[config.mk]
export PLATFORM = sky130hd
export DESIGN_NAME = agc_ram
export DESIGN_NICKNAME = d
export VERILOG_FILES = /design/src/hw/rtl/agc_ram.sv
export SDC_FILE = /design/constraint.sdc
export NUM_CORES = 1
export LEC_CHECK = 0
export ABC_AREA = 1
export ABC_CLOCK_PERIOD_IN_PS = 1300
export BUFFER_PORTS_ARGS = -buffer_cell sky130_fd_sc_hd__buf_2
export CORE_MARGIN = 4
export CORE_UTILIZATION = 56
export DETAILED_ROUTE_END_ITERATION = 10
export PLACE_DENSITY_LB_ADDON = 0.05
export RECOVER_POWER = 50
export SYNTH_ARGS = -nofsm -noshare
export SYNTH_HDL_FRONTEND = slang
export SYNTH_SLANG_ARGS = --single-unit
[constraint.sdc]
create_clock -name clk -period 1.3 [get_ports clk]
set_clock_uncertainty 0.1 [all_clocks]
set_input_delay 0.13 -clock clk [delete_from_list [all_inputs] [get_ports clk]]
set_output_delay 0.13 -clock clk [all_outputs]
set_load 0.01 [all_outputs]
[src/hw/rtl/agc_ram.sv]
`timescale 1ns / 1ps
// ----------------------------------------------------------------------------
// agc_ram: generic single-clock ram
// one write port, one read port, read data registered
// ----------------------------------------------------------------------------
module agc_ram #(
	parameter int WIDTH = 8,
	parameter int DEPTH = 32
) (
	input  logic                     clk,
	input  logic                     wr_en,
	input  logic [$clog2(DEPTH)-1:0] wr_addr,
	input  logic [WIDTH-1:0]         wr_data,
	input  logic [$clog2(DEPTH)-1:0] rd_addr,
	output logic [WIDTH-1:0]         rd_data
);

	logic [WIDTH-1:0] mem [DEPTH];

	always_ff @(posedge clk) begin
		if (wr_en) begin
			mem[wr_addr] <= wr_data;
		end
		rd_data <= mem[rd_addr];
	end

endmodule

==> run metrics <==
status=finished, final reports clean; die boundary height=between 100 and 150 um; worst min path class=in2reg; Slew Limit Headroom=39.2%; power density over cell area=1460 nW/um2; crit end category=primary output; number of I/O pins=28; register area share after synthesis=~73%; Final Net Count=1016; peak supply drop=1380 uV; CP Buf/Inv Count=1; RSZ-0062 raised after global routing=yes; die width=147 um; Synth top area share=71.3%; slowest CP cell=dfxtp_1; DR pass1 iterations=5; share of layout cells above drive strength 1=14.2%; FP Rows=50; postcts setup bufs=0; Yosys top cell by area=edfxtp_1; vias=7131; DPL Wire Length=15.7 mm; Final Critical Period=1.29 ns; RD Place Congestion=between 0.8 and 0.9; # port buffers=27; Net Count, Synth=942; yosys warns=0; measured slew at the worst slew-check pin=0.911 ns; M1 WL=11.1 mm; Post-synth EDFFs=256; worst path cell trace=buf_2; Final Hold Violating Endpoints=0; Core Region=18800 um2; FF+latch count, synth=264; die area=21500 um2; largest net degree at the start of global routing=65; WL/cell=approximately 20 um; Layout area overhead=15.4%; largest cells by area after synthesis=edfxtp_1 (71%), nand2_1 (13%), nand3_1 (9.5%), buf_6 (2.5%), dfxtp_1 (1.5%); number of remaining DRC errors=0; later-pin clock latency in the skew report=0.52 ns; antenna cells=0; global-route wire length before repair=approximately 40 mm; Fillers=1446; Clk pin slew, worst setup/hold paths=around 0.06 ns; Met3 Wirelength=2.18 mm; syn_area_per_cell=11.7 um2; final cell count without fillers=1276; max incr delay on CP=0.38 ns; Longest Clk Path Bufs=3; clock sinks=264; Iter 0 DRT Violations=around 730; crit start category=flip-flop; Pleak=0.00473 uW; fin crit share=a little over nine tenths; CTS tree=built; synth cell count leaders=nand2_1 (360), edfxtp_1 (256), nand3_1 (204); setup_tns=0 ns; ys async rst share=0%; f_max=778 MHz; Total GRT Usage=23.8%; Initial Utilization=57.3%; Post-Syn Area=approximately 11000 um2; crit path kind=reg2out; Clock H-tree levels=1; Crit Path Max Fanout=1; arrival time worst endpoint=around 1.1 ns; routed wire length=25.6 mm; most numerous cell in the Yosys netlist=nand2_1; highest layer used for signal routing=met4; clk root buf=clkbuf_16; delay-heaviest family, CP=flip-flops; CTS buffer count=27; top_reg_cell synth=edfxtp_1; Placed Cells=~1200; DRT antenna net count=0; Post-Syn Instances=922; GRT overflow=0; # Max-Cap Violations=0; Crit path required time=around 1.1 ns; Final Max Tran Viols=0; initial antenna violation count=0; post-synthesis cell type count=12; Avg Vias per Cell=5.59; Detail Route met2 WL=11.8 mm; vias in the first global route=between 6000 and 7000; Final Setup Violations=0
-- metal layers --
layer / track usage (%) / vias up
li1: - / 3342
met2: 36.9 / 315
met3: 3.45 / 47
met4: 5.79 / 0
met1: 36.0 / 3427
met5: 0 / -
-- stage by stage --
stage / util (%) / hold slack, ns / setup WS, ns / area (um2) / power, uW
6_report: 66.1 / 0.0619 / 0.0142 / 12400 / 18200
5_1_grt: 66.1 / 0.0937 / -0.0151 / 12400 / 18800
4_1_cts: 66.0 / 0.0465 / 0.00436 / 12400 / 18200
3_5_place_dp: 61.4 / 0.371 / -0.196 / 11600 / 10900
3_3_place_gp: 61.4 / 0.377 / -0.181 / 11600 / 10900
2_1_floorplan: - / 0.129 / 0.0360 / 10800 / 10400
-- report_power, final --
group | internal (uW) | leakage [uW] | switching (uW) | total, uW
Clock | 4400 | 0.000422 | 2990 | 7390
Sequential | 9470 | 0.00237 | 51.6 | 9520
Combinational | 398 | 0.00194 | 847 | 1250
-- cells in the final DEF (no fill, tap or decap) --
master,instances
inv_2,1
dfxtp_1,4
inv_1,8
dfxtp_2,4
buf_12,16
dlygate4sd3_1,1
nor2_1,32
bufinv_16,2
nand2_2,1
clkinv_2,7
clkbuf_16,27
nand2_1,359
clkinv_4,1
clkbuf_8,3
nand3_2,4
clkbuf_1,12
nand3_1,200
buf_4,52
clkbuf_2,9
buf_2,17
edfxtp_1,256
-- worst register-to-register path: cells and delay by family, from the launching register on --
| kind | cells | cell delay (ns) |
|---|---|---|
| flops | 1 | 0.38 |
| simple gates | 8 | 0.63 |
-- registers in the layout (all words and copies together) (netlist names) --
signal   flops
mem        256
rd_data      8
-- what timing repair did --
action / in CTS / in global routing
setup endpoints to repair: 1 / 5
endpoints found under the hold margin: 8 / 0
hold buffers: 1 / 0
gates resized for setup: 1 / 8
pin swaps: 0 / 0
-- worst paths after layout --
| kind | cells past startpoint | start | slack, ns | end |
|---|---|---|---|---|
| max | 1 | rd_data[6]$_DFF_P_ | 0.01 | rd_data[6] |
| max reg2reg | 8 | mem[19][7]$_DFFE_PP_ | 0.07 | rd_data[7]$_DFF_P_ |
| min | 6 | rd_addr[3] | 0.06 | rd_data[2]$_DFF_P_ |
| min reg2reg | 8 | mem[14][6]$_DFFE_PP_ | 0.67 | rd_data[6]$_DFF_P_ |
-- logic make-up after synthesis --
kind of cell,after synthesis,synth area share [%]
simple gates,596,23.1
buf+inv,62,4.14
flops,264,72.8
-- layout make-up --
type                            instances  area (um2)  share of cell area [%]
Sequential cell                       264        7850                    63.1
Inverter                               10        38.8                   0.312
Clock inverter                          9        98.8                   0.794
Multi-Input combinational cell        596        2510                    20.2
Timing Repair Buffer                   97         858                    6.90
Clock buffer                           40         754                    6.06
Tap cell                              260         325                    2.61
(Power assumes the default switching activity.)
