==> config.mk <==
export PLATFORM = sky130hd
export DESIGN_NAME = agc_seq
export DESIGN_NICKNAME = d
export VERILOG_FILES = /design/src/hw/rtl/agc_pkg.sv /design/src/hw/rtl/agc_seq.sv
export SDC_FILE = /design/constraint.sdc
export NUM_CORES = 1
export LEC_CHECK = 0
export BUFFER_PORTS_ARGS = -buffer_cell sky130_fd_sc_hd__buf_2
export CORE_AREA = 2 2 101 103
export CTS_BUF_LIST = sky130_fd_sc_hd__clkbuf_16
export DETAILED_ROUTE_END_ITERATION = 10
export DIE_AREA = 0 0 103 105
export GPL_TIMING_DRIVEN = 0
export HOLD_SLACK_MARGIN = 0.15
export SETUP_SLACK_MARGIN = 0.1
export SYNTH_ARGS = -nofsm -noshare
export SYNTH_HDL_FRONTEND = slang
export SYNTH_SLANG_ARGS = --single-unit
==> constraint.sdc <==
create_clock -name clk -period 7.81 [get_ports clk]
set_clock_uncertainty 0.05 [all_clocks]
set_input_delay 1.562 -clock clk [delete_from_list [all_inputs] [get_ports clk]]
set_output_delay 1.562 -clock clk [all_outputs]
set_load 0.005 [all_outputs]
==> src/hw/rtl/agc_pkg.sv <==
`timescale 1ns / 1ps
// ----------------------------------------------------------------------------
// agc_pkg: shared definitions of the anagram group classifier
// sizes, derived widths and the request/result structs passed between modules
// ----------------------------------------------------------------------------
package agc_pkg;

	localparam int ALPHABET_SIZE = 26;
	localparam int MAX_GROUPS    = 64;
	localparam int COUNT_BITS    = 8;

	// fixed port field widths
	localparam int LETTER_W      = 5;
	localparam int GROUP_INDEX_W = 6;

	// derived widths
	localparam int CNT_AW    = $clog2(ALPHABET_SIZE);
	localparam int SIG_DEPTH = MAX_GROUPS * ALPHABET_SIZE;
	localparam int SIG_AW    = $clog2(SIG_DEPTH);
	localparam int BASE_W    = $clog2(SIG_DEPTH + 1);
	localparam int GRP_W     = $clog2(MAX_GROUPS + 1);

	// letter count store access
	typedef struct packed {
		logic [CNT_AW-1:0]     rd_addr;
		logic                  wr_en;
		logic [CNT_AW-1:0]     wr_addr;
		logic [COUNT_BITS-1:0] wr_data;
		logic                  clear;
	} cnt_req_t;

	// signature store access
	typedef struct packed {
		logic [SIG_AW-1:0]     rd_addr;
		logic                  wr_en;
		logic [SIG_AW-1:0]     wr_addr;
		logic [COUNT_BITS-1:0] wr_data;
	} sig_req_t;

	// one finished word
	typedef struct packed {
		logic [GROUP_INDEX_W-1:0] group_index;
		logic                     new_group;
		logic                     table_full;
		logic                     count_saturated;
	} res_t;

endpackage

==> src/hw/rtl/agc_seq.sv <==
`timescale 1ns / 1ps
// ----------------------------------------------------------------------------
// agc_seq: item sequencer
// counts letters, walks stored signatures at word end, appends new groups
// ----------------------------------------------------------------------------
module agc_seq (
	input  logic                           clk,
	input  logic                           arst_n,
	input  logic                           in_valid,
	output logic                           in_stall,
	input  logic [agc_pkg::LETTER_W-1:0]   letter,
	input  logic                           no_letter,
	input  logic                           last_of_word,
	output agc_pkg::cnt_req_t              cnt_req,
	input  logic [agc_pkg::COUNT_BITS-1:0] cnt_rd,
	output agc_pkg::sig_req_t              sig_req,
	input  logic [agc_pkg::COUNT_BITS-1:0] sig_rd,
	output logic                           res_valid,
	input  logic                           res_ready,
	output agc_pkg::res_t                  res
);
	import agc_pkg::*;

	typedef enum logic [6:0] {
		S_IDLE     = 7'b0000001,
		S_LWR      = 7'b0000010,
		S_SRCH_RD  = 7'b0000100,
		S_SRCH_CMP = 7'b0001000,
		S_COPY_RD  = 7'b0010000,
		S_COPY_WR  = 7'b0100000,
		S_DONE     = 7'b1000000
	} state_t;

	localparam logic [COUNT_BITS-1:0] CNT_MAX  = '1;
	localparam logic [CNT_AW-1:0]     K_LAST   = CNT_AW'(ALPHABET_SIZE - 1);
	localparam logic [BASE_W-1:0]     BASE_INC = BASE_W'(ALPHABET_SIZE);
	localparam logic [GRP_W-1:0]      GRP_CAP  = GRP_W'(MAX_GROUPS);

	state_t            state_q;
	logic [CNT_AW-1:0] letter_q;
	logic              last_q;
	logic              sat_q;
	logic [GRP_W-1:0]  used_q;
	logic [GRP_W-1:0]  g_q;
	logic [BASE_W-1:0] base_q;
	logic [CNT_AW-1:0] k_q;
	res_t              res_q;

	logic              in_acc;
	logic              letter_ok;
	logic [SIG_AW-1:0] sig_addr;

	assign in_stall  = (state_q != S_IDLE);
	assign in_acc    = in_valid && !in_stall;
	assign letter_ok = !no_letter && (32'(letter) < ALPHABET_SIZE);
	assign sig_addr  = SIG_AW'(base_q + BASE_W'(k_q));

	always_comb begin
		cnt_req.rd_addr = (state_q == S_IDLE) ? CNT_AW'(letter) : k_q;
		cnt_req.wr_en   = (state_q == S_LWR) && (cnt_rd != CNT_MAX);
		cnt_req.wr_addr = letter_q;
		cnt_req.wr_data = cnt_rd + COUNT_BITS'(1);
		cnt_req.clear   = (state_q == S_DONE) && res_ready;

		sig_req.rd_addr = sig_addr;
		sig_req.wr_en   = (state_q == S_COPY_WR);
		sig_req.wr_addr = sig_addr;
		sig_req.wr_data = cnt_rd;
	end

	assign res_valid = (state_q == S_DONE);
	assign res       = res_q;

	always_ff @(posedge clk or negedge arst_n) begin
		if (!arst_n) begin
			state_q <= S_IDLE;
			sat_q   <= 1'b0;
			used_q  <= '0;
			g_q     <= '0;
			base_q  <= '0;
			k_q     <= '0;
			last_q  <= 1'b0;
		end else begin
			unique case (state_q)
				S_IDLE: begin
					if (in_acc) begin
						letter_q <= CNT_AW'(letter);
						last_q   <= last_of_word;
						if (letter_ok) begin
							state_q <= S_LWR;
						end else if (last_of_word) begin
							g_q     <= '0;
							base_q  <= '0;
							k_q     <= '0;
							state_q <= S_SRCH_RD;
						end
					end
				end
				S_LWR: begin
					// count saturates at its top value
					if (cnt_rd == CNT_MAX) begin
						sat_q <= 1'b1;
					end
					if (last_q) begin
						g_q     <= '0;
						base_q  <= '0;
						k_q     <= '0;
						state_q <= S_SRCH_RD;
					end else begin
						state_q <= S_IDLE;
					end
				end
				S_SRCH_RD: begin
					if (g_q == used_q) begin
						if (used_q == GRP_CAP) begin
							res_q.group_index     <= '0;
							res_q.new_group       <= 1'b0;
							res_q.table_full      <= 1'b1;
							res_q.count_saturated <= sat_q;
							state_q               <= S_DONE;
						end else begin
							k_q     <= '0;
							state_q <= S_COPY_RD;
						end
					end else begin
						state_q <= S_SRCH_CMP;
					end
				end
				S_SRCH_CMP: begin
					if (sig_rd != cnt_rd) begin
						// first mismatch ends this group
						g_q     <= g_q + GRP_W'(1);
						base_q  <= base_q + BASE_INC;
						k_q     <= '0;
						state_q <= S_SRCH_RD;
					end else if (k_q == K_LAST) begin
						res_q.group_index     <= GROUP_INDEX_W'(g_q);
						res_q.new_group       <= 1'b0;
						res_q.table_full      <= 1'b0;
						res_q.count_saturated <= sat_q;
						state_q               <= S_DONE;
					end else begin
						k_q     <= k_q + CNT_AW'(1);
						state_q <= S_SRCH_RD;
					end
				end
				S_COPY_RD: begin
					state_q <= S_COPY_WR;
				end
				S_COPY_WR: begin
					if (k_q == K_LAST) begin
						res_q.group_index     <= GROUP_INDEX_W'(g_q);
						res_q.new_group       <= 1'b1;
						res_q.table_full      <= 1'b0;
						res_q.count_saturated <= sat_q;
						used_q                <= used_q + GRP_W'(1);
						state_q               <= S_DONE;
					end else begin
						k_q     <= k_q + CNT_AW'(1);
						state_q <= S_COPY_RD;
					end
				end
				S_DONE: begin
					if (res_ready) begin
						sat_q   <= 1'b0;
						state_q <= S_IDLE;
					end
				end
				default: begin
					state_q <= S_IDLE;
				end
			endcase
		end
	end

`ifndef NO_ASSERTIONS
	ap_used_bound: assert property (@(posedge clk) disable iff (!arst_n)
		used_q <= GRP_CAP)
		else $error("group count beyond table size");

	ap_walk_bound: assert property (@(posedge clk) disable iff (!arst_n)
		g_q <= used_q)
		else $error("search walked past the last group");

	ap_copy_tail: assert property (@(posedge clk) disable iff (!arst_n)
		sig_req.wr_en |-> (g_q == used_q && used_q != GRP_CAP))
		else $error("signature write outside the free slot");

	ap_full_cap: assert property (@(posedge clk) disable iff (!arst_n)
		(res_valid && res_q.table_full) |-> (used_q == GRP_CAP && !res_q.new_group))
		else $error("table full reported below capacity");
`endif

endmodule

==> out/qor.yml <==
worst_slack_ns: 3.67
grt_max_degree: 41
antenna_found_initial: 0
viasPerCell: 4.96
place_congestion: 0.783
areaGrowthSynthToFinish_pct: 22.5
crit_path_end_kind: "primary output"
met2WireLength_um: 3770
cts_sinks: 52
finalNonFillerCells: 572
die_width_um: 103
power_density_nw_per_um2: 219
cts_made_buffers: 5
power_frac_clock: 0.236
ys_seq_area_frac: 0.410
setup_tns_ns: 0
wl_um: 7700
reg2reg_depth: 8
slew_headroom: 0.366
path_clk_slew_ns: 0.06
numPortBuffers: 88
status: "completed"
start_util: 0.347
ys_types: 51
async_flop_share: 0.731
leakage_nw: 2.03
synth_cells: 343
num-fill-cells: 996
multiInputGateArea_um2: 1720
ff_latch_area_um2: 1370
wl_met3_um: 343
grt_remaining_overflow: 0
htreeDepth: 2
hold_viol: 0
cts.path.max_buffers: 2
fp-row-count: 36
vias: 2837
final_util: 0.425
cp_data_arrival_time_ns: 2.53
cts_tree: "yes"
rsz0062_at_grt: "no"
synth.cell_area_um2: 3350
cp-start-kind: "primary input"
drcViolationCount: 0
cap_violations: 0
setup_violations: 0
p_seq_frac: 0.366
peakVddDrop_mv: 0.0866
tightest_slew_ns: 0.944
drive_gt1_frac: 0.312
grt_usage: 0.147
pre_cts_ws_ns: 3.67
regToRegEndpoint: "res[0]"
hold_buffers: 0
design_area_um2: 4100
placed_cells: 564
combPwrFrac: 0.398
fin_crit_sh: 0.530
cts_root_buf: "clkbuf_16"
grt_pass1_wl_um: 12700
whs_path_depth: 0
cp_max_fo: 5
ys_warn_count: 0
ys.flop_type: "dfrtp_1"
synth_edf_count: 14
hp-class: "reg -> reg"
critPathKind: "in -> out"
die_h_um: 105
avgSynthCellArea_um2: 9.77
post_drt_wl_per_cell_um: 13.5
internal_power_uw: 581
clock_latency_ns: 0.29
critPathRequiredTime_ns: 6.20
antenna_left: 0
timing.fmax_mhz: 242
dpl_cell_area_um2: 3960
r2r-start: "k_q[1]"
final_nets: 477
switching_share: 0.353
report.final.slew_viol_count: 0
period_needed_ns: 4.14
hp-start: "sat_q"
synth_seq_cells: 52
wl_met1_um: 3500
n_antenna_cell: 0
cts_setup_buffers: 0
hpwl_um: 5820
rrSetupSlack_ns: 4.68
synth_fp_nets: 382
cts-resized-gates: 0
drt-initial-drc-count: 99
min_to: "res[0]"
p_sw_uw: 317
core-area_um2: 9640
pin_count: 89
dr.max_layer_used: "met4"
firstDrtPassIters: 4
grt_pass1_vias: 2695
die_area_um2: 10800
-- power by group through the flow --
stage                     Sequential, mW  Combinational (mW)  Clock [mW]
after global placement             0.333               0.354           0
after floorplan                    0.329               0.246           0
final                              0.328               0.357       0.212
after detailed placement           0.334               0.357           0
after CTS                          0.328               0.359       0.219
after global routing               0.332               0.396       0.230
-- registers in the layout, summed over array words and instances (netlist names), 5 cells and up --
| signal | count |
|---|---|
| base_q | 10 |
| g_q | 7 |
| k_q | 5 |
| letter_q | 5 |
| res | 9 |
| state_q | 7 |
| used_q | 7 |
-- cell usage in the layout (no fill, tap or decap), drive strengths merged, types with 3 or more instances in the layout --
cell	n
buf	113
dfrtp	37
xnor2	24
nor2	21
inv	20
nand2	18
nand3	17
xor2	15
o21ai	15
edfxtp	14
ha	12
nor3	11
and3	10
and2	10
a21oi	8
a21o	8
mux2	8
clkbuf	8
nand4	6
nor3b	6
o31ai	6
o211ai	4
nor4	4
o22ai	4
nor2b	3
nand2b	3
o221ai	3
a221o	3
a22o	3
o22a	3
nand4b	3
-- routing by layer --
layer,GRT usage,vias to the layer above
met2,0.246,78
met4,0.0423,0
li1,-,1406
met5,0,-
met1,0.190,1347
met3,0.0308,6
-- stage by stage --
step / hold WS [ns] / power, mW
floorplan: 0.376 / 0.575
global placement: 0.404 / 0.687
detailed placement: 0.401 / 0.691
CTS: 0.417 / 0.906
global route: 0.423 / 0.958
finish: 0.416 / 0.897
-- Yosys cell counts, types with 8 or more instances --
cell type,instances,area share
nor3_1,8,0.012
xnor2_1,24,0.063
and3_1,10,0.019
nand2_1,18,0.020
edfxtp_1,14,0.13
a21o_1,8,0.018
ha_1,12,0.045
and2_1,9,0.017
dfrtp_1,37,0.28
o21ai_0,14,0.021
nor2_1,21,0.024
inv_1,18,0.020
buf_4,21,0.047
a21oi_1,8,0.012
nand3_1,17,0.025
xor2_1,15,0.039
-- worst max path at each step --
stage          startpoint         end  slack (ns)  cells after the start
3_3_place_gp    cnt_rd[0]  cnt_req[7]        3.68                      6
4_1_cts         cnt_rd[0]  cnt_req[7]        3.65                      6
2_1_floorplan   cnt_rd[0]  cnt_req[7]        4.00                      4
6_report        cnt_rd[0]  cnt_req[7]        3.67                      6
5_1_grt         cnt_rd[0]  cnt_req[7]        3.58                      6
3_5_place_dp    cnt_rd[0]  cnt_req[7]        3.67                      6
-- critical path, cell delays in order --
cell and delay [ns]:
buf_2 0.12, ha_1 0.18, and3_1 0.26, nand3_1 0.12
xnor2_1 0.15, buf_2 0.13
-- kinds of logic after synthesis --
group | synth area share
AOI/OAI and AO/OA | 0.144
xor gates and xnor gates | 0.102
adders and majority gates | 0.0448
buffers and inverters | 0.0796
DFF | 0.410
muxes | 0.0280
and+or+nand+nor | 0.192
-- layout make-up --
type | instances | share of cell area
Multi-Input combinational cell | 244 | 0.418
Sequential cell | 52 | 0.335
Timing Repair Buffer | 88 | 0.107
Buffer | 28 | 0.0476
Tap cell | 133 | 0.0406
Clock buffer | 5 | 0.0305
Inverter | 19 | 0.0174
Clock inverter | 3 | 0.00366
No activity file was read; power rests on OpenSTA's default activity.
