<file path="src/hw/rtl/agc_pkg.sv">
`timescale 1ns / 1ps
// ----------------------------------------------------------------------------
// agc_pkg: shared definitions of the anagram group classifier
// sizes, derived widths and the request/result structs passed between modules
// ----------------------------------------------------------------------------
package agc_pkg;

	localparam int ALPHABET_SIZE = 26;
	localparam int MAX_GROUPS    = 64;
	localparam int COUNT_BITS    = 8;

	// fixed port field widths
	localparam int LETTER_W      = 5;
	localparam int GROUP_INDEX_W = 6;

	// derived widths
	localparam int CNT_AW    = $clog2(ALPHABET_SIZE);
	localparam int SIG_DEPTH = MAX_GROUPS * ALPHABET_SIZE;
	localparam int SIG_AW    = $clog2(SIG_DEPTH);
	localparam int BASE_W    = $clog2(SIG_DEPTH + 1);
	localparam int GRP_W     = $clog2(MAX_GROUPS + 1);

	// letter count store access
	typedef struct packed {
		logic [CNT_AW-1:0]     rd_addr;
		logic                  wr_en;
		logic [CNT_AW-1:0]     wr_addr;
		logic [COUNT_BITS-1:0] wr_data;
		logic                  clear;
	} cnt_req_t;

	// signature store access
	typedef struct packed {
		logic [SIG_AW-1:0]     rd_addr;
		logic                  wr_en;
		logic [SIG_AW-1:0]     wr_addr;
		logic [COUNT_BITS-1:0] wr_data;
	} sig_req_t;

	// one finished word
	typedef struct packed {
		logic [GROUP_INDEX_W-1:0] group_index;
		logic                     new_group;
		logic                     table_full;
		logic                     count_saturated;
	} res_t;

endpackage

</file>
<file path="src/hw/rtl/agc_ram.sv">
`timescale 1ns / 1ps
// ----------------------------------------------------------------------------
// agc_ram: generic single-clock ram
// one write port, one read port, read data registered
// ----------------------------------------------------------------------------
module agc_ram #(
	parameter int WIDTH = 8,
	parameter int DEPTH = 32
) (
	input  logic                     clk,
	input  logic                     wr_en,
	input  logic [$clog2(DEPTH)-1:0] wr_addr,
	input  logic [WIDTH-1:0]         wr_data,
	input  logic [$clog2(DEPTH)-1:0] rd_addr,
	output logic [WIDTH-1:0]         rd_data
);

	logic [WIDTH-1:0] mem [DEPTH];

	always_ff @(posedge clk) begin
		if (wr_en) begin
			mem[wr_addr] <= wr_data;
		end
		rd_data <= mem[rd_addr];
	end

endmodule

</file>
<file path="src/hw/rtl/agc_count_store.sv">
`timescale 1ns / 1ps
// ----------------------------------------------------------------------------
// agc_count_store: per-letter counts of the word in progress
// ram with one valid bit per letter; a cleared letter reads as zero
// ----------------------------------------------------------------------------
module agc_count_store (
	input  logic                         clk,
	input  logic                         arst_n,
	input  agc_pkg::cnt_req_t            req,
	output logic [agc_pkg::COUNT_BITS-1:0] rd_count
);
	import agc_pkg::*;

	logic [ALPHABET_SIZE-1:0] vld_q;
	logic                     rd_vld_s1;
	logic [COUNT_BITS-1:0]    ram_rdata;

	agc_ram #(
		.WIDTH (COUNT_BITS),
		.DEPTH (ALPHABET_SIZE)
	) u_ram (
		.clk     (clk),
		.wr_en   (req.wr_en),
		.wr_addr (req.wr_addr),
		.wr_data (req.wr_data),
		.rd_addr (req.rd_addr),
		.rd_data (ram_rdata)
	);

	always_ff @(posedge clk or negedge arst_n) begin
		if (!arst_n) begin
			vld_q     <= '0;
			rd_vld_s1 <= 1'b0;
		end else begin
			rd_vld_s1 <= vld_q[req.rd_addr];
			if (req.clear) begin
				vld_q <= '0;
			end else if (req.wr_en) begin
				vld_q[req.wr_addr] <= 1'b1;
			end
		end
	end

	assign rd_count = rd_vld_s1 ? ram_rdata : '0;

endmodule

</file>
<file path="config.mk">
export PLATFORM = sky130hd
export DESIGN_NAME = agc_count_store
export DESIGN_NICKNAME = d
export VERILOG_FILES = /design/src/hw/rtl/agc_pkg.sv /design/src/hw/rtl/agc_ram.sv /design/src/hw/rtl/agc_count_store.sv
export SDC_FILE = /design/constraint.sdc
export NUM_CORES = 1
export LEC_CHECK = 0
export BUFFER_PORTS_ARGS = -buffer_cell sky130_fd_sc_hd__buf_2
export CAP_MARGIN = 20
export CORE_UTILIZATION = 62
export CTS_CLUSTER_DIAMETER = 80
export DETAILED_ROUTE_END_ITERATION = 10
export HOLD_SLACK_MARGIN = 0.02
export PLACE_DENSITY_LB_ADDON = 0.12
export RECOVER_POWER = 100
export REMOVE_ABC_BUFFERS = 1
export SYNTH_ARGS = -nofsm -noshare
export SYNTH_HDL_FRONTEND = slang
export SYNTH_SLANG_ARGS = --single-unit
export TNS_END_PERCENT = 1
</file>
<file path="constraint.sdc">
create_clock -name clk -period 3.5 [get_ports clk]
set_input_delay 0.7 -clock clk [delete_from_list [all_inputs] [get_ports clk]]
set_output_delay 0.7 -clock clk [all_outputs]
set_load 0.03 [all_outputs]
</file>
==> metrics.txt, run 1 <==
n_diodes 0; All-Layer GR Usage 0.266; number of buffers created by CTS 24; Nets around 630; Crit. End Element register; hold buffer count at CTS 0; wire length per cell about 25 microns; via count roughly 5,200; share of the synthesized area in the top cell type 0.654; CTS tree yes; Hold Crit Class register to register; Largest stage delay, worst path just under 0.9 ns; total number of placement rows 44; DIE WIDTH 126 microns; Detail Placement HPWL between 10,000 and 15,000 microns; final hold vios 0; Post-Syn Instances 557; post-CTS setup buffers 0; worst skew pair latency 0.51 ns; Area contributors post-synth edfxtp_1 (65%), dfrtp_1 (7.1%), mux2i_1 (6.9%); Setup TNS 0 ns; vias in the first global route around 5,100; hold depth 2; crit path DAT between 3 and 4 ns; Critical path buffers and inverters 2; highest clock rate ~0.36 GHz; pin count of the biggest net entering global routing 35; Vias/cell between 6 and 7; layout cells sized above 1 0.145; clock root buffer clkbuf_16; family with the most delay on the worst path buffers and inverters; most frequent cells in the layout edfxtp_1 (208), nor2_1 (81), mux2i_1 (66); first-pass GRT wire length 30,700 microns; post-synthesis sequential area ratio 0.742; Pleak about 3.7 nW; final WL 20,200 microns; Yosys reg bits 243; die area between 15,000 and 20,000 sq um; Critical Path RT approximately 4.0 ns; H-tree Lvls 1; PostCTS Resize Cnt 0; most common cell after layout, fill and taps aside edfxtp_1; Worst Path Max Fanout 34; CP Launch Type input pin; Area growth syn-to-layout 11.7%; grt total ovfl 0; drt first pass iters 5; Synth Warn # 0; final worst path period need 2.78 ns; core area between 10,000 and 15,000 sq um; R2R depth 3; initial core utilization 0.647; P per Cell Area around 570 nW/um^2; Slew HR 0.0249; CTS Sinks between 200 and 250; status complete, no violations; clock buffer depth 3; cells along the critical path clkbuf_2 -> clkbuf_1 -> mux2i_1 -> a22oi_1 -> o2111ai_1 -> nand3_1; critical path's slowest cell clkbuf_2; leading area contributor after synthesis edfxtp_1; Worst path depth 6; Cell Area, Synth roughly 9500 sq um; Setup-failing EPs final 0; Filler Cell Count between 900 and 1,000; Synth cell types 30; clock-pin slew on the worst setup and hold paths around 0.060 ns; Final Util 0.723; Slew Viols, Final 0; routability-driven placement congestion ratio ~0.77; Setup CP Type input pin to register; Residual DRC 0; Final Cycle Share 0.793; RSZ-0062 raised after global routing no; VDD IR max about 0.5 mV; io pins 30; Die Ht between 100 and 150 microns; Final Skew around 0.014 ns; Tightest Pin Transition 1.46 ns; I/O Buffers 29; Fin Hold WS 0.498 ns; initial antenna violation count 0; Post-Syn Area per Cell between 15 and 20 sq um; # Max-Cap Violations 0; antenna viol nets, final 0; 1st-iter DRT viols between 400 and 500
==> metal layers <==
layer  track usage  up-vias  routed length, microns
met1         0.393     2663                    8780
li1              -     2258                       -
met2         0.409      203                    9410
met3        0.0425       44                    1300
met5             0        -                       0
met4        0.0957        0                     745
==> path summary, 6_finish.rpt <==
check	from	to	slack, ns
worst max-delay path	req[17]	u_ram.rd_data[3]	0.72
worst min-delay path	vld_q[6]	vld_q[6]	0.50
worst max register to register	vld_q[8]	rd_vld_s1	1.94
worst min register to register	vld_q[6]	vld_q[6]	0.50
max in group asynchronous	arst_n	vld_q[23]	2.11
min in group asynchronous	arst_n	vld_q[7]	0.53
==> final cells by class <==
type	count	area, sq um	area share
clock buffers	39	768	0.0720
clock inverters	5	52.6	0.00493
multi-input cells	283	2300	0.216
flip-flops and latches	243	7080	0.664
well taps	184	230	0.0216
repair buffers	52	229	0.0215
==> state kept, by name (all words and copies together) (netlist names) <==
name           flops
rd_vld_s1          1
u_ram.rd_data      8
u_ram.mem        208
vld_q             26
==> cells in the mapped netlist, drive strengths merged <==
master,number
o221ai,8
clkbuf,12
dfxtp,8
o2111ai,8
o311a,1
nand3b,6
nor2,81
a22oi,24
nor2b,3
a21boi,8
or3b,4
or2,1
o211ai,1
nor3,1
nand3,18
edfxtp,208
or3,1
nand2,8
and2,9
mux2,10
dfrtp,27
mux4,22
nor3b,1
buf,19
mux2i,66
nand2b,2
==> tightest hold or removal path: stages, from the launching register on <==
cell and delay, ns:
dfrtp_1 0.34, nor2_1 0.05, nor2_1 0.07
==> stage by stage <==
step           area [sq um]  power [mW]  setup slack, ns  instances
3_3_place_gp           9940        3.57            0.897        762
3_5_place_dp           9940        3.58            0.823        762
2_1_floorplan          9390        3.40             1.46        526
4_1_cts               10800        6.14             1.29        806
5_1_grt               10700        6.28            0.650        806
6_report              10700        6.11            0.723        806
==> cell families after synthesis <==
kind of cell / Yosys count / share of synthesized area
buf+inv: 31 / 0.0169
mux: 98 / 0.134
simple gates: 135 / 0.0657
flops: 243 / 0.742
compound gates: 50 / 0.0417
==> power by group <==
| group | total (mW) | switching, mW | internal, mW |
|---|---|---|---|
| Clock | 2.60 | 1.03 | 1.57 |
| Combinational | 0.308 | 0.206 | 0.102 |
| Sequential | 3.21 | 0.0141 | 3.19 |
No activity file was read; power rests on OpenSTA's default activity.
==> run 2, diff against run 1 <==
--- a/config.mk
+++ b/config.mk
@@ -5,6 +5,7 @@
 export SDC_FILE = /design/constraint.sdc
 export NUM_CORES = 1
 export LEC_CHECK = 0
+export ABC_AREA = 1
 export BUFFER_PORTS_ARGS = -buffer_cell sky130_fd_sc_hd__buf_2
 export CAP_MARGIN = 20
 export CORE_UTILIZATION = 62
==> constraint.sdc (replaced) <==
create_clock -name clk -period 2.6 [get_ports clk]
set_input_delay 0.52 -clock clk [delete_from_list [all_inputs] [get_ports clk]]
set_output_delay 0.52 -clock clk [all_outputs]
set_load 0.03 [all_outputs]
==> run 2 against run 1 <==
Effect of this change: the flow now finishes with violations (max-capacitance violations, max-slew violations); largest power group unchanged; largest cell class unchanged; worst hold slack lost 0.16 ns; global-route usage is 2.4 points higher; sequential cell count is the same.
==> metrics.txt, run 2 <==
status complete, but fails checks (was complete, no violations); # Max-Cap Violations 3 (was 0); Setup TNS 0 ns (unchanged); R2R depth 8 (was 3); Tightest Pin Transition 1.67 ns (was 1.46 ns); die area 16,900 sq um (was 15,900 sq um); grt total ovfl 0 (unchanged); io pins 30 (unchanged); first-pass GRT wire length 35,800 microns (was 30,700 microns); most common cell after layout, fill and taps aside nand2_1 (was edfxtp_1); Yosys reg bits 243 (unchanged); hold buffer count at CTS 0 (unchanged); most frequent cell after synthesis nand2_1 (was edfxtp_1); area taken by multi-input logic gates 2490 sq um (was 2300 sq um); Residual DRC 0 (unchanged); core area 15,900 sq um (was 14,800 sq um); sw frac 0.217 (was 0.204); Int Pwr 6.40 mW (was 4.86 mW); Reg power frac 0.528 (was 0.525); DIE WIDTH 130 microns (was 126 microns); H-tree Lvls 1 (unchanged); wire length per cell 18.5 microns (was 25.1 microns); fraction of registers with async set/reset 0.111 (unchanged); Area growth syn-to-layout 10.7% (was 11.7%); PostCTS Resize Cnt 0 (unchanged); Pleak 4.55 nW (was 3.73 nW); routability-driven placement congestion ratio 0.823 (was 0.767); CTS Sinks 243 (unchanged); RSZ-0062 raised after global routing no (unchanged); leading area contributor after synthesis edfxtp_1 (unchanged); final hold vios 0 (unchanged); Post-Syn Area per Cell 10.4 sq um (was 17.1 sq um); total number of placement rows 46 (was 44); worst skew pair latency 0.52 ns (was 0.51 ns); initial antenna violation count 0 (unchanged); I/O Buffers 29 (unchanged); EDFF count, synth 208 (unchanged); Largest regs u_ram.mem (208), vld_q (26), u_ram.rd_data (8) (unchanged); CP Launch Type register (was input pin); crit path DAT 1.56 ns (was 3.23 ns); Detail Placement HPWL 13,500 microns (was 12,200 microns); Clk pwr share 0.408 (was 0.425); clock root buffer clkbuf_16 (unchanged); Top reg by flops u_ram.mem (unchanged); Critical Path RT 2.08 ns (was 3.95 ns); violated checks max-capacitance violations, max-slew violations; Die Ht 130 microns (was 126 microns); number of buffers created by CTS 24 (unchanged); Area contributors post-synth edfxtp_1 (61%), nand2_1 (12%), nand3_1 (8.1%) (was edfxtp_1 (65%), dfrtp_1 (7.1%), mux2i_1 (6.9%)); initial core utilization 0.638 (was 0.647); VDD IR max 0.549 mV (was 0.501 mV); 1st-iter DRT viols 676 (was 441); Slew Viols, Final 55 (was 0); Hold Crit Class input pin to register (was register to register); max reg flops 208 (unchanged); FF/Latch Area 7080 sq um (unchanged); CTS tree yes (unchanged); Final Cycle Share 0.799; clock-pin slew on the worst setup and hold paths 0.06 ns (about the same); Setup CP Type register to primary output (was input pin to register); clock buffer depth 3 (unchanged); highest clock rate 0.481 GHz; Worst Path Max Fanout 8 (was 34); Synth Warn # 0 (unchanged); P per Cell Area 727 nW/um^2 (was 573 nW/um^2); combinational share of power 0.064 (was 0.050); via count 6,859 (was 5,168); sw power 1.78 mW (was 1.25 mW); most frequent cells in the layout nand2_1 (325), edfxtp_1 (208), nand3_1 (164) (was edfxtp_1 (208), nor2_1 (81), mux2i_1 (66)); Final Skew 0.00745 ns (was 0.0135 ns); All-Layer GR Usage 0.290 (was 0.266); Crit. End Element primary output (was register); drt first pass iters 5 (unchanged); Cell Area, Synth 10,200 sq um (was 9550 sq um); Commonest cells post-synth nand2_1 (325), edfxtp_1 (208), nand3_1 (164) (was edfxtp_1 (208), nor2_1 (81), mux2i_1 (66)); pin count of the biggest net entering global routing 119 (was 35); non-filler cells in the finished layout 1,248 (was 806); Synth cell types 20 (was 30); post-synthesis sequential area ratio 0.697 (was 0.742); post-CTS setup buffers 0 (unchanged); dpl cells 1,205 (was 762); Setup-failing EPs final 0 (unchanged); Nets 1,037 (was 626); Slew HR -0.114 (was 0.0249); Synth Flop Type edfxtp_1 (unchanged); layout cells sized above 1 0.0523 (was 0.145); n_diodes 0 (unchanged); Filler Cell Count 1,210 (was 935); final WL 23,100 microns (was 20,200 microns); antenna viol nets, final 0 (unchanged); Post-Syn Instances 978 (was 557); share of the synthesized area in the top cell type 0.614 (was 0.654); Vias/cell 5.50 (was 6.41); hold depth 3 (was 2); vias in the first global route 6,465 (was 5,102); final worst path period need ~2.1 ns
[run 2: changes by cell type in the layout (fill, tap and decap cells not counted), moves of 10 or more]
cell,change
clkbuf_1,+10
a22oi_1,-24
inv_1,+82
mux2i_1,-66
nand2_1,+317
nand3_1,+146
mux4_2,-19
[run 2: final timing paths]
check	to	slack, ns	from
max in group asynchronous	vld_q[24]	1.20	arst_n
min in group asynchronous	vld_q[14]	0.43	arst_n
worst max register to register	u_ram.rd_data[7]	1.41	u_ram.mem[1][7]
worst max-delay path	rd_count[7]	0.52	rd_vld_s1
worst min register to register	vld_q[16]	0.50	vld_q[16]
worst min-delay path	rd_vld_s1	0.34	req[19]
[run 2: power by group through the flow]
stage / Sequential [mW] / Combinational (mW) / Clock, mW
floorplan: 4.39 / 0.252 / 0
global placement: 4.39 / 0.522 / 0
detailed placement: 4.40 / 0.529 / 0
CTS: 4.32 / 0.534 / 3.38
global route: 4.32 / 0.582 / 3.53
finish: 4.32 / 0.522 / 3.34
[run 2: cell families (layout without fill, tap and decap cells)]
logic type,Yosys count,after routing,share of synthesized area
buffers and inverters,135,189,0.0588
DFF,243,243,0.697
and+or+nand+nor,590,590,0.240
AOI/OAI and AO/OA,10,10,0.00492
[run 2: critical path, stage by stage (launching register included)]
cell and delay [ns]:
dfrtp_1 0.52, nand2_1 0.14, inv_1 0.08, clkbuf_1 0.31
[run 2: layout make-up]
class	count	area share
timing repair buffer	60	0.0288
sequential	243	0.630
inverter	86	0.0288
tap	216	0.0240
multi-input combinational	600	0.221
clock buffer	38	0.0635
clock inverter	5	0.00434
[run 2: per-layer routing]
| metal | share of wire | GRT usage | vias up | wire length, microns |
|---|---|---|---|---|
| met5 | 0.0017 | 0.0176 | - | 39 |
| met4 | 0.027 | 0.0964 | 2 | 631 |
| met3 | 0.056 | 0.0369 | 49 | 1310 |
| met2 | 0.48 | 0.467 | 228 | 11200 |
| met1 | 0.43 | 0.413 | 3279 | 9960 |
| li1 | - | - | 3301 | - |
[run 2: per-stage QoR]
| stage | hold WS [ns] | power, mW | util | cell area (sq um) | worst slack, ns |
|---|---|---|---|---|---|
| global route | 0.354 | 8.44 | 0.706 | 11200 | 0.389 |
| global placement | 0.477 | 4.92 | 0.665 | 10600 | 0.543 |
| floorplan | 0.224 | 4.64 | - | 9890 | 0.498 |
| CTS | 0.0703 | 8.22 | 0.713 | 11400 | 0.647 |
| finish | 0.340 | 8.18 | 0.706 | 11200 | 0.522 |
| detailed placement | 0.489 | 4.93 | 0.665 | 10600 | 0.489 |
==> run 3, diff against run 2 <==
==> constraint.sdc (replaced) <==
create_clock -name clk -period 2.2 [get_ports clk]
set_input_delay 0.44 -clock clk [delete_from_list [all_inputs] [get_ports clk]]
set_output_delay 0.44 -clock clk [all_outputs]
set_load 0.03 [all_outputs]
==> run 3 against run 2 <==
Effect of this change: count of clock-buffer cells in the layout is 8 lower; design area is 0.60% higher; the run still ends with max-capacitance violations, max-slew violations left; via count is 2.7% higher; combinational power is 21% higher; first-iteration DRC count is 14% higher; clock skew is 0.0017 ns higher; critical path depth stayed put; sequential share of layout area is 0.38 points lower; largest cell class unchanged; critical path type unchanged; core utilization is 0.42 points higher; worst setup slack worse by 0.29 ns; non-clock buffer count is 5 higher.
==> metrics.txt, run 3 (same netlist as run 2, synthesis figures left out) <==
Pleak 4.58 nW (was 4.55 nW); pin count of the biggest net entering global routing 98 (was 119); Slew Viols, Final 27 (was 55); routability-driven placement congestion ratio 0.868 (was 0.823); non-filler cells in the finished layout 1,254 (was 1,248); Final Cycle Share 0.897; antenna viol nets, final 0 (unchanged); clock root buffer clkbuf_16 (unchanged); grt total ovfl 0 (unchanged); sw power 2.16 mW (was 1.78 mW); n_diodes 0 (unchanged); Slew HR -0.00550 (was -0.114); clock-pin slew on the worst setup and hold paths 0.06 ns (about the same); violated checks max-capacitance violations, max-slew violations (unchanged); drt first pass iters 5 (unchanged); first-pass GRT wire length 36,400 microns (was 35,800 microns); Crit. End Element primary output (unchanged); vias in the first global route 6,616 (was 6,465); DIE WIDTH 130 microns (unchanged); RSZ-0062 raised after global routing no (unchanged); dpl cells 1,209 (was 1,205); Setup-failing EPs final 0 (unchanged); Worst Path Max Fanout 8 (unchanged); CTS Sinks 243 (unchanged); clock buffer depth 3 (unchanged); core area 15,900 sq um (unchanged); highest clock rate 0.507 GHz; crit path DAT 1.53 ns (was 1.56 ns); Residual DRC 0 (unchanged); most frequent cells in the layout nand2_1 (325), edfxtp_1 (208), nand3_1 (164) (unchanged); sw frac 0.219 (was 0.217); Vias/cell 5.62 (was 5.50); io pins 30 (unchanged); Setup CP Type register to primary output (unchanged); Final Skew 0.00918 ns (was 0.00745 ns); I/O Buffers 29 (unchanged); met2 GRT Util 0.485 (was 0.467); CP Launch Type register (unchanged); Reg power frac 0.516 (was 0.528); Setup TNS 0 ns (unchanged); 1st-iter DRT viols 774 (was 676); Clk pwr share 0.420 (was 0.408); final worst path period need between 1.5 and 2 ns; met3 Resource Use GR 0.0402 (was 0.0369); Die Ht 130 microns (unchanged); PostCTS Resize Cnt 0 (unchanged); status complete, but fails checks (unchanged); combinational share of power 0.064 (about the same); Nets 1,042 (was 1,037); most common cell after layout, fill and taps aside nand2_1 (unchanged); Area growth syn-to-layout 11.3% (was 10.7%); max reg flops 208 (unchanged); Hold Crit Class input pin to register (unchanged); All-Layer GR Usage 0.296 (was 0.290); most used routing layer met2 (unchanged); Detail Placement HPWL 14,000 microns (was 13,500 microns); total number of placement rows 46 (unchanged); Largest regs u_ram.mem (208), vld_q (26), u_ram.rd_data (8) (unchanged); VDD IR max 0.901 mV (was 0.549 mV); P per Cell Area 873 nW/um^2 (was 727 nW/um^2); final hold vios 0 (unchanged); Int Pwr 7.72 mW (was 6.40 mW); met1 usage 0.409 (was 0.413); layout cells sized above 1 0.0578 (was 0.0523); wire length per cell 19.1 microns (was 18.5 microns); initial core utilization 0.638 (unchanged); Critical Path RT 1.76 ns (was 2.08 ns); Tightest Pin Transition 1.51 ns (was 1.67 ns); die area 16,900 sq um (unchanged); # Max-Cap Violations 2 (was 3); CTS tree yes (unchanged); number of buffers created by CTS 24 (unchanged); initial antenna violation count 0 (unchanged); worst skew pair latency 0.51 ns (was 0.52 ns); Top reg by flops u_ram.mem (unchanged); via count 7,043 (was 6,859); H-tree Lvls 1 (unchanged); final WL 24,000 microns (was 23,100 microns)
run 3: cell types whose count changed in the layout (fill, tap and decap cells not counted), moves of 2 or more:
cell / previous run / this run
bufinv_16: 1 / 3
clkinv_1: 3 / 5
clkbuf_1: 50 / 48
clkbuf_8: 4 / 2
clkinv_2: 4 / 8
run 3: worst max-delay path: stages (launching register included):
cell and delay (ns):
dfrtp_1 0.49, nand2_1 0.15, inv_1 0.07, clkbuf_1 0.31
run 3: timing repair:
| item | 4_1_cts | 5_1_grt |
|---|---|---|
| hold buffers | 1 | 0 |
| setup buffers | 0 | 0 |
| endpoints found under the hold margin | 27 | 0 |
run 3: cell type report:
type                            count  area [sq um]
Fill cell                        1216          4630
Multi-Input combinational cell    600          2490
Inverter                           86           324
Clock inverter                     14           144
Sequential cell                   243          7080
Timing Repair Buffer               65           347
Clock buffer                       30           664
Tap cell                          216           270
run 3: routing by layer:
| layer | routed length (microns) | share of wire |
|---|---|---|
| met4 | 867 | 0.036 |
| met3 | 1620 | 0.067 |
| met1 | 9980 | 0.42 |
| met2 | 11500 | 0.48 |
| met5 | 0 | 0 |
run 3: path summary, 6_finish.rpt:
kind / cells past startpoint / slack (ns) / startpoint / endpoint
worst max-delay path: 3 / 0.23 / rd_vld_s1 / rd_count[3]
worst min-delay path: 3 / 0.28 / req[19] / u_ram.rd_data[3]
worst max register to register: 8 / 0.98 / u_ram.mem[19][1] / u_ram.rd_data[1]
worst min register to register: 2 / 0.49 / vld_q[17] / vld_q[17]
max in group asynchronous: 2 / 1.14 / arst_n / vld_q[5]
min in group asynchronous: 2 / 0.55 / arst_n / vld_q[12]
run 3: per-stage QoR:
stage / worst slack, ns / hold WS (ns) / util / power, mW / instance area, sq um
6_report: 0.228 / 0.277 / 0.710 / 9.88 / 11300
3_5_place_dp: 0.306 / 0.484 / 0.667 / 5.83 / 10600
5_1_grt: 0.152 / 0.286 / 0.710 / 10.2 / 11300
3_3_place_gp: 0.287 / 0.478 / 0.667 / 5.82 / 10600
4_1_cts: 0.350 / 0.266 / 0.718 / 9.92 / 11400
2_1_floorplan: 0.178 / 0.144 / - / 5.49 / 9890
run 3: power groups by stage:
stage	registers, mW	clock network [mW]	logic (mW)
2_1_floorplan	5.19	0	0.298
3_3_place_gp	5.19	0	0.626
3_5_place_dp	5.19	0	0.634
4_1_cts	5.10	4.19	0.639
5_1_grt	5.11	4.36	0.695
6_report	5.10	4.15	0.632
